===== src/rtl/assert_macros.svh =====
// ----------------------------------------------------------------------------
// Assertion macros
// Shared concurrent assertion wrappers, compiled out with NO_ASSERTIONS.
// ----------------------------------------------------------------------------
`ifndef ASSERT_MACROS_SVH
`define ASSERT_MACROS_SVH

`ifndef NO_ASSERTIONS

// Property must hold at every clock edge outside reset
`define ASSERT_PROP(label, clk, rstn, prop) \
  label: assert property (@(posedge clk) disable iff (!rstn) (prop)) \
    else $error("assertion failed");

// Expression must never be true outside reset
`define ASSERT_NEVER(label, clk, rstn, expr) \
  label: assert property (@(posedge clk) disable iff (!rstn) !(expr)) \
    else $error("forbidden condition seen");

`else

`define ASSERT_PROP(label, clk, rstn, prop)
`define ASSERT_NEVER(label, clk, rstn, expr)

`endif

`endif


===== src/rtl/mdec_pkg.sv =====
// ----------------------------------------------------------------------------
// mdec_pkg
// Types, constants and the code table of the Morse decoder.
// ----------------------------------------------------------------------------
package mdec_pkg;

  // Token limits
  localparam int MaxSymbols = 7;
  localparam int CntW       = $clog2(MaxSymbols + 1);
  localparam int PatW       = 7;
  localparam int ByteW      = 8;
  localparam int CharW      = 7;

  // Byte codes
  localparam logic [ByteW-1:0] DotByte   = 8'h2E;
  localparam logic [ByteW-1:0] DashByte  = 8'h2D;
  localparam logic [ByteW-1:0] SlashByte = 8'h2F;
  localparam logic [ByteW-1:0] SpaceByte = 8'h20;
  localparam logic [ByteW-1:0] TabByte   = 8'h09;
  localparam logic [ByteW-1:0] CrByte    = 8'h0D;
  localparam logic [CharW-1:0] SpaceChar = 7'h20;

  // Closed token handed from front to back
  typedef struct packed {
    logic            slash;
    logic [CntW-1:0] len;
    logic [PatW-1:0] pattern;
  } tok_rec_t;

  typedef struct packed {
    logic             hit;
    logic [CharW-1:0] ch;
  } lookup_t;

  // Code table: length and dot/dash bits (dash = 1, newest symbol in bit 0)
  function automatic lookup_t code_lookup(logic [CntW-1:0] len, logic [PatW-1:0] pat);
    lookup_t r;
    r.hit = 1'b1;
    r.ch  = '0;
    unique case ({len, pat})
      {3'd1, 7'b0000000}: r.ch = 7'h45; // E
      {3'd1, 7'b0000001}: r.ch = 7'h54; // T
      {3'd2, 7'b0000001}: r.ch = 7'h41; // A
      {3'd2, 7'b0000000}: r.ch = 7'h49; // I
      {3'd2, 7'b0000011}: r.ch = 7'h4D; // M
      {3'd2, 7'b0000010}: r.ch = 7'h4E; // N
      {3'd3, 7'b0000100}: r.ch = 7'h44; // D
      {3'd3, 7'b0000110}: r.ch = 7'h47; // G
      {3'd3, 7'b0000101}: r.ch = 7'h4B; // K
      {3'd3, 7'b0000111}: r.ch = 7'h4F; // O
      {3'd3, 7'b0000010}: r.ch = 7'h52; // R
      {3'd3, 7'b0000000}: r.ch = 7'h53; // S
      {3'd3, 7'b0000001}: r.ch = 7'h55; // U
      {3'd3, 7'b0000011}: r.ch = 7'h57; // W
      {3'd4, 7'b0001000}: r.ch = 7'h42; // B
      {3'd4, 7'b0001010}: r.ch = 7'h43; // C
      {3'd4, 7'b0000010}: r.ch = 7'h46; // F
      {3'd4, 7'b0000000}: r.ch = 7'h48; // H
      {3'd4, 7'b0000111}: r.ch = 7'h4A; // J
      {3'd4, 7'b0000100}: r.ch = 7'h4C; // L
      {3'd4, 7'b0000110}: r.ch = 7'h50; // P
      {3'd4, 7'b0001101}: r.ch = 7'h51; // Q
      {3'd4, 7'b0000001}: r.ch = 7'h56; // V
      {3'd4, 7'b0001001}: r.ch = 7'h58; // X
      {3'd4, 7'b0001011}: r.ch = 7'h59; // Y
      {3'd4, 7'b0001100}: r.ch = 7'h5A; // Z
      {3'd5, 7'b0011111}: r.ch = 7'h30; // 0
      {3'd5, 7'b0001111}: r.ch = 7'h31; // 1
      {3'd5, 7'b0000111}: r.ch = 7'h32; // 2
      {3'd5, 7'b0000011}: r.ch = 7'h33; // 3
      {3'd5, 7'b0000001}: r.ch = 7'h34; // 4
      {3'd5, 7'b0000000}: r.ch = 7'h35; // 5
      {3'd5, 7'b0010000}: r.ch = 7'h36; // 6
      {3'd5, 7'b0011000}: r.ch = 7'h37; // 7
      {3'd5, 7'b0011100}: r.ch = 7'h38; // 8
      {3'd5, 7'b0011110}: r.ch = 7'h39; // 9
      {3'd5, 7'b0010010}: r.ch = 7'h2F; // slash
      {3'd5, 7'b0010110}: r.ch = 7'h28; // open paren
      {3'd5, 7'b0001000}: r.ch = 7'h26; // ampersand
      {3'd5, 7'b0010001}: r.ch = 7'h3D; // equals
      {3'd5, 7'b0001010}: r.ch = 7'h2B; // plus
      {3'd5, 7'b0010100}: r.ch = 7'h7C; // bar
      {3'd5, 7'b0010011}: r.ch = 7'h7B; // open brace
      {3'd5, 7'b0011001}: r.ch = 7'h7D; // close brace
      {3'd5, 7'b0010101}: r.ch = 7'h2A; // asterisk
      {3'd6, 7'b0010101}: r.ch = 7'h2E; // full stop
      {3'd6, 7'b0110011}: r.ch = 7'h2C; // comma
      {3'd6, 7'b0001100}: r.ch = 7'h3F; // question mark
      {3'd6, 7'b0011110}: r.ch = 7'h27; // apostrophe
      {3'd6, 7'b0101011}: r.ch = 7'h21; // exclamation
      {3'd6, 7'b0101101}: r.ch = 7'h29; // close paren
      {3'd6, 7'b0111000}: r.ch = 7'h3A; // colon
      {3'd6, 7'b0101010}: r.ch = 7'h3B; // semicolon
      {3'd6, 7'b0100001}: r.ch = 7'h2D; // hyphen
      {3'd6, 7'b0001101}: r.ch = 7'h5F; // underscore
      {3'd6, 7'b0010010}: r.ch = 7'h22; // double quote
      {3'd6, 7'b0011010}: r.ch = 7'h40; // at sign
      {3'd6, 7'b0000101}: r.ch = 7'h23; // hash
      {3'd6, 7'b0111110}: r.ch = 7'h25; // percent
      {3'd6, 7'b0100010}: r.ch = 7'h5E; // caret
      {3'd6, 7'b0101100}: r.ch = 7'h3E; // greater than
      {3'd6, 7'b0010100}: r.ch = 7'h0A; // line feed
      {3'd7, 7'b0001001}: r.ch = 7'h24; // dollar
      {3'd7, 7'b0110110}: r.ch = 7'h7E; // tilde
      default:            r.hit = 1'b0;
    endcase
    return r;
  endfunction

endpackage


===== src/rtl/mdec_front.sv =====
// ----------------------------------------------------------------------------
// mdec_front
// Classifies code bytes, builds the current token and hands closed tokens on.
// ----------------------------------------------------------------------------
`include "assert_macros.svh"

module mdec_front import mdec_pkg::*; (
  input  logic             clk_i,
  input  logic             rst_ni,
  input  logic             accept_i,
  input  logic [ByteW-1:0] code_byte_i,
  input  logic             end_of_text_i,
  output logic             emit_o,
  output tok_rec_t         rec_o
);

  logic [CntW-1:0] cnt_q, cnt_d, cnt_upd;
  logic [PatW-1:0] pat_q, pat_d, pat_upd;
  logic            slash_q, slash_d, slash_upd;
  logic            inv_q, inv_d, inv_upd;
  logic            is_space, is_sym, close;

  // Byte classes
  assign is_space = (code_byte_i == SpaceByte) ||
                    ((code_byte_i >= TabByte) && (code_byte_i <= CrByte));
  assign is_sym   = (code_byte_i == DotByte) || (code_byte_i == DashByte);

  // Token state after this word
  always_comb begin
    cnt_upd   = cnt_q;
    pat_upd   = pat_q;
    slash_upd = slash_q;
    inv_upd   = inv_q;
    if (is_space) begin
      // closes only, no change
    end else if (is_sym) begin
      if (slash_q || (cnt_q >= CntW'(MaxSymbols))) begin
        inv_upd = 1'b1;
      end else begin
        pat_upd = {pat_q[PatW-2:0], code_byte_i == DashByte};
        cnt_upd = cnt_q + CntW'(1);
      end
    end else if (code_byte_i == SlashByte) begin
      if (slash_q || (cnt_q != '0)) begin
        inv_upd = 1'b1;
      end
      slash_upd = 1'b1;
    end else begin
      inv_upd = 1'b1;
    end
  end

  // Close on whitespace or end of text; hand on only tokens that may print
  assign close  = is_space || end_of_text_i;
  assign emit_o = accept_i && close && !inv_upd && (slash_upd || (cnt_upd != '0));
  assign rec_o  = '{slash: slash_upd, len: cnt_upd, pattern: pat_upd};

  always_comb begin
    cnt_d   = cnt_q;
    pat_d   = pat_q;
    slash_d = slash_q;
    inv_d   = inv_q;
    if (accept_i) begin
      if (close) begin
        cnt_d   = '0;
        pat_d   = '0;
        slash_d = 1'b0;
        inv_d   = 1'b0;
      end else begin
        cnt_d   = cnt_upd;
        pat_d   = pat_upd;
        slash_d = slash_upd;
        inv_d   = inv_upd;
      end
    end
  end

  always_ff @(posedge clk_i or negedge rst_ni) begin
    if (!rst_ni) begin
      cnt_q   <= '0;
      pat_q   <= '0;
      slash_q <= 1'b0;
      inv_q   <= 1'b0;
    end else begin
      cnt_q   <= cnt_d;
      pat_q   <= pat_d;
      slash_q <= slash_d;
      inv_q   <= inv_d;
    end
  end

  // Held symbol count stays within the token limit
  `ASSERT_NEVER(a_cnt_limit, clk_i, rst_ni, cnt_q > CntW'(MaxSymbols))

endmodule


===== src/rtl/mdec_tok_queue.sv =====
// ----------------------------------------------------------------------------
// mdec_tok_queue
// Two-entry queue of closed tokens between front and back.
// ----------------------------------------------------------------------------
`include "assert_macros.svh"

module mdec_tok_queue import mdec_pkg::*; (
  input  logic     clk_i,
  input  logic     rst_ni,
  input  logic     push_i,
  input  tok_rec_t rec_i,
  output logic     full_o,
  input  logic     pop_i,
  output tok_rec_t rec_o,
  output logic     empty_o
);

  tok_rec_t   mem_q [2];
  logic       wr_ptr_q, wr_ptr_d, rd_ptr_q, rd_ptr_d;
  logic [1:0] cnt_q, cnt_d;
  logic       do_push, do_pop;

  assign full_o  = (cnt_q == 2'd2);
  assign empty_o = (cnt_q == 2'd0);
  assign do_push = push_i && !full_o;
  assign do_pop  = pop_i && !empty_o;
  assign rec_o   = mem_q[rd_ptr_q];

  // Pointer and fill bookkeeping
  always_comb begin
    wr_ptr_d = wr_ptr_q ^ do_push;
    rd_ptr_d = rd_ptr_q ^ do_pop;
    cnt_d    = cnt_q + {1'b0, do_push} - {1'b0, do_pop};
  end

  always_ff @(posedge clk_i or negedge rst_ni) begin
    if (!rst_ni) begin
      wr_ptr_q <= 1'b0;
      rd_ptr_q <= 1'b0;
      cnt_q    <= 2'd0;
    end else begin
      wr_ptr_q <= wr_ptr_d;
      rd_ptr_q <= rd_ptr_d;
      cnt_q    <= cnt_d;
    end
  end

  // Storage
  always_ff @(posedge clk_i) begin
    if (do_push) begin
      mem_q[wr_ptr_q] <= rec_i;
    end
  end

  // Fill count never passes the depth, and a push is never offered when full
  `ASSERT_NEVER(a_tq_over, clk_i, rst_ni, cnt_q == 2'd3)
  `ASSERT_NEVER(a_tq_lost, clk_i, rst_ni, push_i && full_o)

endmodule


===== src/rtl/mdec_back.sv =====
// ----------------------------------------------------------------------------
// mdec_back
// Looks up closed tokens in the code table and queues the characters.
// ----------------------------------------------------------------------------
`include "assert_macros.svh"

module mdec_back import mdec_pkg::*; (
  input  logic             clk_i,
  input  logic             rst_ni,
  input  logic             tq_empty_i,
  input  tok_rec_t         tq_rec_i,
  output logic             tq_pop_o,
  input  logic             pop_i,
  output logic             empty_o,
  output logic [CharW-1:0] text_char_o
);

  logic [CharW-1:0] mem_q [2];
  logic             wr_ptr_q, wr_ptr_d, rd_ptr_q, rd_ptr_d;
  logic [1:0]       cnt_q, cnt_d;
  logic             rq_full, rq_push, rq_pop;
  lookup_t          res;

  // Table lookup of the token at the queue head; a lone slash is a space
  always_comb begin
    if (tq_rec_i.slash) begin
      res = '{hit: 1'b1, ch: SpaceChar};
    end else begin
      res = code_lookup(tq_rec_i.len, tq_rec_i.pattern);
    end
  end

  // Take a token when there is room for its character; misses are dropped
  assign rq_full  = (cnt_q == 2'd2);
  assign tq_pop_o = !tq_empty_i && !rq_full;
  assign rq_push  = tq_pop_o && res.hit;

  // Result queue
  assign empty_o     = (cnt_q == 2'd0);
  assign rq_pop      = pop_i && !empty_o;
  assign text_char_o = mem_q[rd_ptr_q];

  always_comb begin
    wr_ptr_d = wr_ptr_q ^ rq_push;
    rd_ptr_d = rd_ptr_q ^ rq_pop;
    cnt_d    = cnt_q + {1'b0, rq_push} - {1'b0, rq_pop};
  end

  always_ff @(posedge clk_i or negedge rst_ni) begin
    if (!rst_ni) begin
      wr_ptr_q <= 1'b0;
      rd_ptr_q <= 1'b0;
      cnt_q    <= 2'd0;
    end else begin
      wr_ptr_q <= wr_ptr_d;
      rd_ptr_q <= rd_ptr_d;
      cnt_q    <= cnt_d;
    end
  end

  always_ff @(posedge clk_i) begin
    if (rq_push) begin
      mem_q[wr_ptr_q] <= res.ch;
    end
  end

  // A slash token always yields a space word in the queue
  `ASSERT_PROP(a_slash_space, clk_i, rst_ni,
               (tq_pop_o && tq_rec_i.slash) |=> (mem_q[$past(wr_ptr_q)] == SpaceChar))
  // Result fill count stays within depth
  `ASSERT_NEVER(a_rq_over, clk_i, rst_ni, cnt_q == 2'd3)

endmodule


===== src/rtl/morse_code_decoder.sv =====
// ----------------------------------------------------------------------------
// morse_code_decoder
// Splits a byte stream of Morse text into tokens and decodes them to ASCII.
// ----------------------------------------------------------------------------
//  channel | direction | handshake       | words
//  --------+-----------+-----------------+-----------------------------------
//  input   | in        | push / full     | code_byte_i[7:0], end_of_text_i
//  result  | out       | empty / pop     | text_char_o[6:0]
//
//  One code byte is taken every cycle while full is low; the front updates
//  the token register in that same cycle.
//  A closed token enters the token queue at the edge that takes the byte
//  closing it; the table lookup then moves its character from the queue
//  head into the result queue when there is room; the word is popped there.
//  full rises only when both two-entry queues have backed up behind pop.
//  Reset clears the token register and both queues; no clearing pass.
// ----------------------------------------------------------------------------
module morse_code_decoder import mdec_pkg::*; (
  input  logic             clk_i,
  input  logic             rst_ni,
  input  logic             push,
  output logic             full,
  input  logic [ByteW-1:0] code_byte_i,
  input  logic             end_of_text_i,
  output logic             empty,
  input  logic             pop,
  output logic [CharW-1:0] text_char_o
);

  logic     accept, emit, tq_empty, tq_pop;
  tok_rec_t emit_rec, head_rec;

  assign accept = push && !full;

  // Front: tokeniser
  mdec_front u_front (
    .clk_i         (clk_i),
    .rst_ni        (rst_ni),
    .accept_i      (accept),
    .code_byte_i   (code_byte_i),
    .end_of_text_i (end_of_text_i),
    .emit_o        (emit),
    .rec_o         (emit_rec)
  );

  // Queue of closed tokens
  mdec_tok_queue u_tok_queue (
    .clk_i   (clk_i),
    .rst_ni  (rst_ni),
    .push_i  (emit),
    .rec_i   (emit_rec),
    .full_o  (full),
    .pop_i   (tq_pop),
    .rec_o   (head_rec),
    .empty_o (tq_empty)
  );

  // Back: table lookup and result queue
  mdec_back u_back (
    .clk_i       (clk_i),
    .rst_ni      (rst_ni),
    .tq_empty_i  (tq_empty),
    .tq_rec_i    (head_rec),
    .tq_pop_o    (tq_pop),
    .pop_i       (pop),
    .empty_o     (empty),
    .text_char_o (text_char_o)
  );

endmodule


===== config.mk =====
export PLATFORM = sky130hd
export DESIGN_NAME = morse_code_decoder
export DESIGN_NICKNAME = d
export VERILOG_FILES = /design/src/rtl/mdec_pkg.sv /design/src/rtl/mdec_front.sv /design/src/rtl/mdec_tok_queue.sv /design/src/rtl/mdec_back.sv /design/src/rtl/morse_code_decoder.sv
export VERILOG_INCLUDE_DIRS = /design/src /design/src/rtl
export SDC_FILE = /design/constraint.sdc
export NUM_CORES = 1
export LEC_CHECK = 0
export BUFFER_PORTS_ARGS = -buffer_cell sky130_fd_sc_hd__buf_2
export CAP_MARGIN = 30
export CORE_ASPECT_RATIO = 1.75
export CORE_MARGIN = 4
export CORE_UTILIZATION = 55
export DETAILED_ROUTE_END_ITERATION = 10
export PLACE_DENSITY = 0.85
export RECOVER_POWER = 25
export SETUP_SLACK_MARGIN = 0.2
export SYNTH_ARGS = -nofsm -noshare
export SYNTH_HDL_FRONTEND = slang
export SYNTH_SLANG_ARGS = --single-unit

===== constraint.sdc =====
create_clock -name clk_i -period 5.3 [get_ports clk_i]
set_input_delay 0.53 -clock clk_i [delete_from_list [all_inputs] [get_ports clk_i]]
set_output_delay 0.53 -clock clk_i [all_outputs]
set_load 0.1 [all_outputs]

# [Word level (Yosys, flattened, before mapping)]
# Memories as Yosys holds them, arrays and structs flattened.
# Index checks and enable logic that the tools add are counted.
[word_totals] register_bits=20 mem_bits_rw=36 inputBits=13 output_inout_bits=9 elab_cells=145 n_memories=2
[mem_list] name="u_tok_queue.mem_q" words=2 width=11 rd=1 rd_ports_with_merged_regs=0 write_ports=1 line="mdec_tok_queue.sv:18" rtl="tok_rec_t mem_q [2];"
[mem_list] name="u_back.mem_q" words=2 width=7 rd=1 rd_ports_with_merged_regs=0 write_ports=1 line="mdec_back.sv:18" rtl="logic [CharW-1:0] mem_q [2];"
[op_classes] add_sub_neg=5 n_lt_le_gt_ge=3 eq_ne=70 n_mux=25 bitwise_logic=4 reduce_logical=26
[ops] op="10-bit == test, second input constant" n=50
[ops] op="7-bit one-hot mux with 64 select lines" n=1
[ops] op="10-bit by 9-bit == test with 1-bit output, second input constant" n=12
[ops] op="64-bit OR reduction" n=1
[ops] op="8-bit by 6-bit == test with 1-bit output, second input constant" n=4
[ops] op="7-bit 2-to-1 mux" n=4
[ops] op="10-bit by 8-bit == test with 1-bit output, second input constant" n=2
[ops] op="1-bit 2-to-1 mux" n=15
[ops] op="3-bit 2-to-1 mux" n=4
[ops] op="1-bit logical AND" n=10
[ops] op="8-bit by 4-bit >= comparator with 1-bit output, second input constant" n=1
[ops] op="8-bit by 4-bit less-or-equal comparator with 1-bit output, second input constant" n=1
[ops] op="8-bit 2-to-1 mux" n=1
[ops] op="1-bit logical OR" n=6
[ops] op="3-bit nonzero test" n=2
[ops] op="1-bit logical NOT" n=5
[ops] op="2-bit by 1-bit adder with 2-bit output" n=2
[ops] op="2-bit == test, second input constant" n=2
[ops] op="2-bit logical NOT" n=2
[ops] op="2-bit by 1-bit subtractor with 2-bit output" n=2
[ops] op="1-bit bitwise XOR" n=4
[ops] op="3-bit by 1-bit adder with 3-bit output, second input constant" n=1
[ops] op="3-bit >= comparator, second input constant" n=1

# [Longest topological paths before layout]
[logic_depth] ltp_word=12 depth_mapped=13 depth_no_buf=11

# [Cells and area by module]
# A second synthesis with hierarchy kept.
[hier_totals] cells_unflattened=428 area_unflattened_um2=4214.0
[modules_own_cells] module="mdec_back" n_inst=1 cells_each=262 area_each_um2=2182.1 seq_area_each_um2=520.5
[modules_own_cells] module="mdec_tok_queue" n_inst=1 cells_each=54 area_each_um2=1048.5 seq_area_each_um2=760.7
[modules_own_cells] module="mdec_front" n_inst=1 cells_each=111 area_each_um2=969.7 seq_area_each_um2=300.3
[modules_own_cells] module="morse_code_decoder" n_inst=1 cells_each=1 area_each_um2=13.8 seq_area_each_um2=0.0

# [Least setup slack after synthesis]
# Ideal clock, no wire load.
[synth_path] path_type="register to register" start="reg u_tok_queue.cnt_q[0]" end="mem u_tok_queue.mem_q[0][0] (netlist name) (enable)" arrival_time_ns=2.622 slack_ns=2.382 stages_incl_launch_ff=7 path_buffers=0 cell_sequence="dfrtp_1 > nor2b_1 > or2b_2 > nor2_8 > o41ai_2 > nor3_2 > ha_1"
[synth_via] elab_chain_len=9
[synth_rtl] element="start, declared" line="mdec_tok_queue.sv:20" rtl="logic [1:0] cnt_q, cnt_d;"
[synth_rtl] element="start signal, assigned" line="mdec_tok_queue.sv:44" rtl="cnt_q <= cnt_d;"
[synth_rtl] element="2-bit == test *" line="mdec_tok_queue.sv:23" rtl="assign full_o = (cnt_q == 2'd2);"
[synth_rtl] element="net full" line="morse_code_decoder.sv:22" rtl="output logic full,"
[synth_rtl] element="1-bit logical NOT *" line="mdec_tok_queue.sv:25, morse_code_decoder.sv:33"
[synth_rtl] element="1-bit logical AND" line="morse_code_decoder.sv:33" rtl="assign accept = push && !full;"
[synth_rtl] element="1-bit logical AND (3 in a row)" line="mdec_front.sv:55" rtl="assign emit_o = accept_i && close && !inv_upd && (slash_upd || (cnt_upd != '0));"
[synth_rtl] element="1-bit logical AND *" line="mdec_tok_queue.sv:25" rtl="assign do_push = push_i && !full_o;"
[synth_rtl] element="1-bit 2-to-1 mux *" line="mdec_tok_queue.sv:50" rtl="if (do_push) begin"
[synth_rtl] element="1-bit 2-to-1 mux (not written as such) *" line="mdec_tok_queue.sv:51" rtl="mem_q[wr_ptr_q] <= rec_i;"
[synth_rtl] element="end, declared" line="mdec_tok_queue.sv:18"
# The timed path passes the listed nets; every way through them passes the cells marked *.

# [Worst setup path in the final report]
[layout_path] start="in code_byte_i[1]" end="mem u_tok_queue.mem_q[1][4] (netlist name) (enable)"
[layout_via] elab_chain_len=10
[layout_rtl] element="start, declared" line="morse_code_decoder.sv:23" rtl="input logic [ByteW-1:0] code_byte_i,"
[layout_rtl] element="8-bit by 4-bit >= comparator with 1-bit output (tied with other cells)" line="mdec_front.sv:25" rtl="((code_byte_i >= TabByte) && (code_byte_i <= CrByte));"
[layout_rtl] element="1-bit logical AND (tied with other cells)" line="mdec_front.sv:25"
[layout_rtl] element="1-bit logical OR (tied with other cells)" line="mdec_front.sv:24" rtl="assign is_space = (code_byte_i == SpaceByte) ||"
[layout_rtl] element="3-bit 2-to-1 mux (tied with other cells)" line="mdec_front.sv:34" rtl="if (is_space) begin"
[layout_rtl] element="3-bit nonzero test (tied with other cells)" line="mdec_front.sv:55"
[layout_rtl] element="1-bit logical OR / 1-bit logical AND (equally long branches)" line="mdec_front.sv:55"
[layout_rtl] element="1-bit logical AND *" line="mdec_front.sv:55"
[layout_rtl] element="1-bit logical AND *" line="mdec_tok_queue.sv:25"
[layout_rtl] element="1-bit 2-to-1 mux *" line="mdec_tok_queue.sv:50"
[layout_rtl] element="1-bit 2-to-1 mux (not written as such) *" line="mdec_tok_queue.sv:51"
# Mark *: on every way between the ends. The rest lies on a longest branch, timed or not.

==> flow_summary_export.csv <==
group,metric,value,unit
status,outcome,"finished, final reports clean",
finish,drive_gt1_share,16.3,%
routing,totalWireLength,10.4,mm
yosys,syn_inst,388,
timing,max_slew.worst_pin.slew,1.25,ns
finish,design_area,4110,um^2
grt,grt_max_degree,42,
grt,grt_pass1_vias,3344,
yosys,synth-main-ff-cell,"edfxtp_1",
yosys,syn_nets,412,
placement,postPlaceCellArea,4000,um^2
yosys,ys_seq_elements,56,
finish,final_nets,428,
worst_setup_path,slowest_delay,1.04,ns
yosys,syn-cell-area,3880,um^2
die,die_w,71.5,um
timing,setup_viol_count_final,0,
routing,drc,0,
routing,vias_per_cell,6.71,
clocking,hold_buffers,0,
worst_setup_path,cp_max_fo,11,
routing,ant_nets,0,
clocking,cts_resized,0,
timing,finalMaxSlewViolations,0,
grt,gr-total-overflow,0,
worst_setup_path,crit_type,"input port to register",
die,rows,40,
worst_setup_path,crit_path_start_kind,"input port",
die,die_y,119,um
yosys,yosys.area_share.adder,3.55,%
finish,mostFrequentLayoutCell,"nand2_1",
clocking,post_cts_buffers,0,
yosys,synth_compound_area_share,19.1,%
clocking,clk_path_buf_depth,2,
clocking,clock_sinks,56,
die,die_area,8510,um^2
worst_setup_path,worstPathRequired,5.23,ns
worst_setup_path,crit_start,"code_byte_i[1]",
worst_setup_path,r2r-start,"u_tok_queue.rd_ptr_q",
timing,rsz0062_at_grt,"no",
routing,wl_per_cell,21.3,um
worst_setup_path,cp.buffers_inverters,1,
finish,final_cell_mix,"47 x nand2_1, 36 x edfxtp_1, 22 x nand3_1, 21 x inv_1, 20 x dfrtp_1",
pwr,irDropWorstVdd,0.260,mV
yosys,yosysWarningCount,0,
clocking,cts_tree,"done",
timing,relSlewSlack,14.6,%
placement,port_buffers,21,
worst_setup_path,cp.arrival,3.67,ns
clocking,worstSkewPairLatency,0.30,ns
timing,fin_skew,0.00810,ns
clocking,ctsHtreeMaxLevel,2,
timing,hold_violations,0,
timing,layout_min_cycle_time,3.74,ns
pwr,powerDensity,416,nW/um^2
die,ioPinCount,22,
grt,antenna_found_initial,0,
worst_setup_path,path_cells,"buf_2 > or4b_1 > a21o_1 > a2111oi_0 > nor2_4 > nor2_8 > o41ai_2 > nor3_2 > ha_1",
grt,grt_usage,25.2,%
yosys,seq_area_frac_synth,40.8,%
routing,drt-initial-drc-count,310,
worst_hold_path,hp-class,"input port to async pin",
yosys,muxShareOfSynthArea,6.13,%
die,start_util,56.6,%
worst_setup_path,slowest_stage,"a2111oi_0",
yosys,synth_edf_count,36,
finish,area_growth,6.03,%
yosys,synth-simple-area-share,23.8,%
worst_setup_path,cpLargestDelayFamily,"compound AO/OA/AOI/OAI gates",
grt,grt_pass1_wl,16.6,mm
pwr,leakagePower,1.59,nW
clocking,cts-root-buf,"clkbuf_16",
placement,dp_hpwl,8.13,mm
placement,gp_congestion,1.00,
worst_setup_path,timing.reg2reg.setup_slack,1.57,ns
timing,fin_setup_tns,0,ns
clocking,cts_buffers,5,
yosys,synth_cell_type_count,72,
timing,period_share,70.5,%
yosys,async_flop_share,35.7,%
worst_setup_path,end_kind,"register",
finish,diodes,0,
yosys,synth-xor-area-share,1.81,%
yosys,syn_area_per_cell,10.0,um^2
timing,max_freq,0.268,GHz
die,core_area,6860,um^2
job,cap_violations,0,
routing,drtPass1Iterations,6,
clocking,clkTransAtPathRegs,0.07,ns
yosys,synth_top_family_by_area,"simple AND/OR/NAND/NOR gates",
routing,vias,3279,
==> path summary, 6_finish.rpt <==
kind / endpoint / cells past startpoint
setup / recovery: u_tok_queue.mem_q[1][4] / 9
hold / removal: u_front.cnt_q[2] / 1
setup reg to reg: u_back.mem_q[1][0] / 9
hold reg to reg: u_front.pat_q[3] / 2
max in group asynchronous: u_front.pat_q[4] / 1
min in group clk_i: u_front.pat_q[3] / 2
==> state kept, by name (all words and copies together) (netlist names) <==
register / cells
u_back.cnt_q: 2
u_back.mem_q: 14
u_back.rd_ptr_q: 1
u_back.wr_ptr_q: 1
u_front.cnt_q: 3
u_front.inv_q: 1
u_front.pat_q: 7
u_front.slash_q: 1
u_tok_queue.cnt_q: 2
u_tok_queue.mem_q: 22
u_tok_queue.rd_ptr_q: 1
u_tok_queue.wr_ptr_q: 1
==> worst register-to-register path, stage by stage (launching register included) <==
cell       delay, ns
dfrtp_1         0.46
buf_4           0.39
or3b_1          0.47
nand2_1         0.40
nand3b_1        0.27
mux2_2          0.34
o2111ai_1       0.18
nor4_1          0.17
a31oi_1         0.33
ha_1            0.41
==> layout make-up <==
class,count,area (um^2)
clock buffers,6,129
clock inverters,2,15.0
fillers,568,2740
inverters,21,78.8
multi-input cells,297,2090
flip-flops and latches,56,1580
well taps,84,105
repair buffers,23,111
==> through the flow <==
| stage | setup WS, ns | utilization, % | hold slack, ns | cells | total power [mW] |
|---|---|---|---|---|---|
| final | 1.56 | 60.0 | 0.442 | 489 | 1.71 |
| after floorplan | 2.38 | - | 0.234 | 388 | 1.27 |
| after global routing | 1.24 | 60.0 | 0.498 | 489 | 1.79 |
| after global placement | 1.69 | 58.3 | 0.446 | 481 | 1.38 |
| after CTS | 1.66 | 60.4 | 0.190 | 489 | 1.72 |
| after detailed placement | 1.68 | 58.3 | 0.477 | 481 | 1.40 |
==> kinds of logic (layout without fill, tap and decap cells) <==
logic type | count (synthesis) | after routing
multiplexers | 21 | 21
AO/OA/AOI/OAI | 95 | 95
buffers and inverters | 35 | 52
XOR/XNOR | 8 | 8
AND/OR/NAND/NOR | 162 | 162
flip-flops | 56 | 56
adder cells (fa/ha/maj) | 11 | 11
==> synthesized netlist by cell type (4+ instances only) <==
| cell type | instances | area, um^2 |
|---|---|---|
| mux2_2 | 19 | 214 |
| or3b_1 | 7 | 61.3 |
| a31oi_1 | 11 | 68.8 |
| nand4_1 | 6 | 37.5 |
| o21ai_0 | 16 | 80.1 |
| o211ai_1 | 4 | 30.0 |
| ha_1 | 11 | 138 |
| nand2_2 | 5 | 31.3 |
| o221ai_1 | 4 | 35.0 |
| nand2b_1 | 4 | 25.0 |
| a21o_1 | 7 | 52.6 |
| clkbuf_1 | 4 | 15.0 |
| nor3_1 | 5 | 25.0 |
| nand2_1 | 47 | 176 |
| dfrtp_1 | 20 | 500 |
| nor3b_1 | 4 | 30.0 |
| nand3b_1 | 11 | 82.6 |
| and3_1 | 4 | 25.0 |
| a22oi_1 | 4 | 30.0 |
| nor2_1 | 15 | 56.3 |
| xnor2_1 | 6 | 52.6 |
| edfxtp_1 | 36 | 1080 |
| or3_1 | 4 | 25.0 |
| nand3_1 | 22 | 110 |
| buf_6 | 6 | 67.6 |
| nor4_1 | 4 | 25.0 |
| inv_1 | 21 | 78.8 |
| a21oi_1 | 8 | 40.0 |
| nor2b_1 | 4 | 25.0 |
==> power breakdown <==
part,total [mW],switching [mW],internal [mW]
logic,0.816,0.591,0.225
registers,0.575,0.0395,0.536
clock network,0.320,0.144,0.176
total,1.71,0.774,0.937
==> layer usage <==
layer | up-vias | part of all wire (%) | GRT usage [%] | routed length (um)
met5 | - | 0 | 0 | 0
met2 | 171 | 52 | 45.2 | 5380
li1 | 1515 | - | - | -
met3 | 76 | 6.1 | 3.97 | 635
met4 | 0 | 9.3 | 19.8 | 968
met1 | 1517 | 33 | 24.5 | 3440
(Power assumes the default switching activity.)
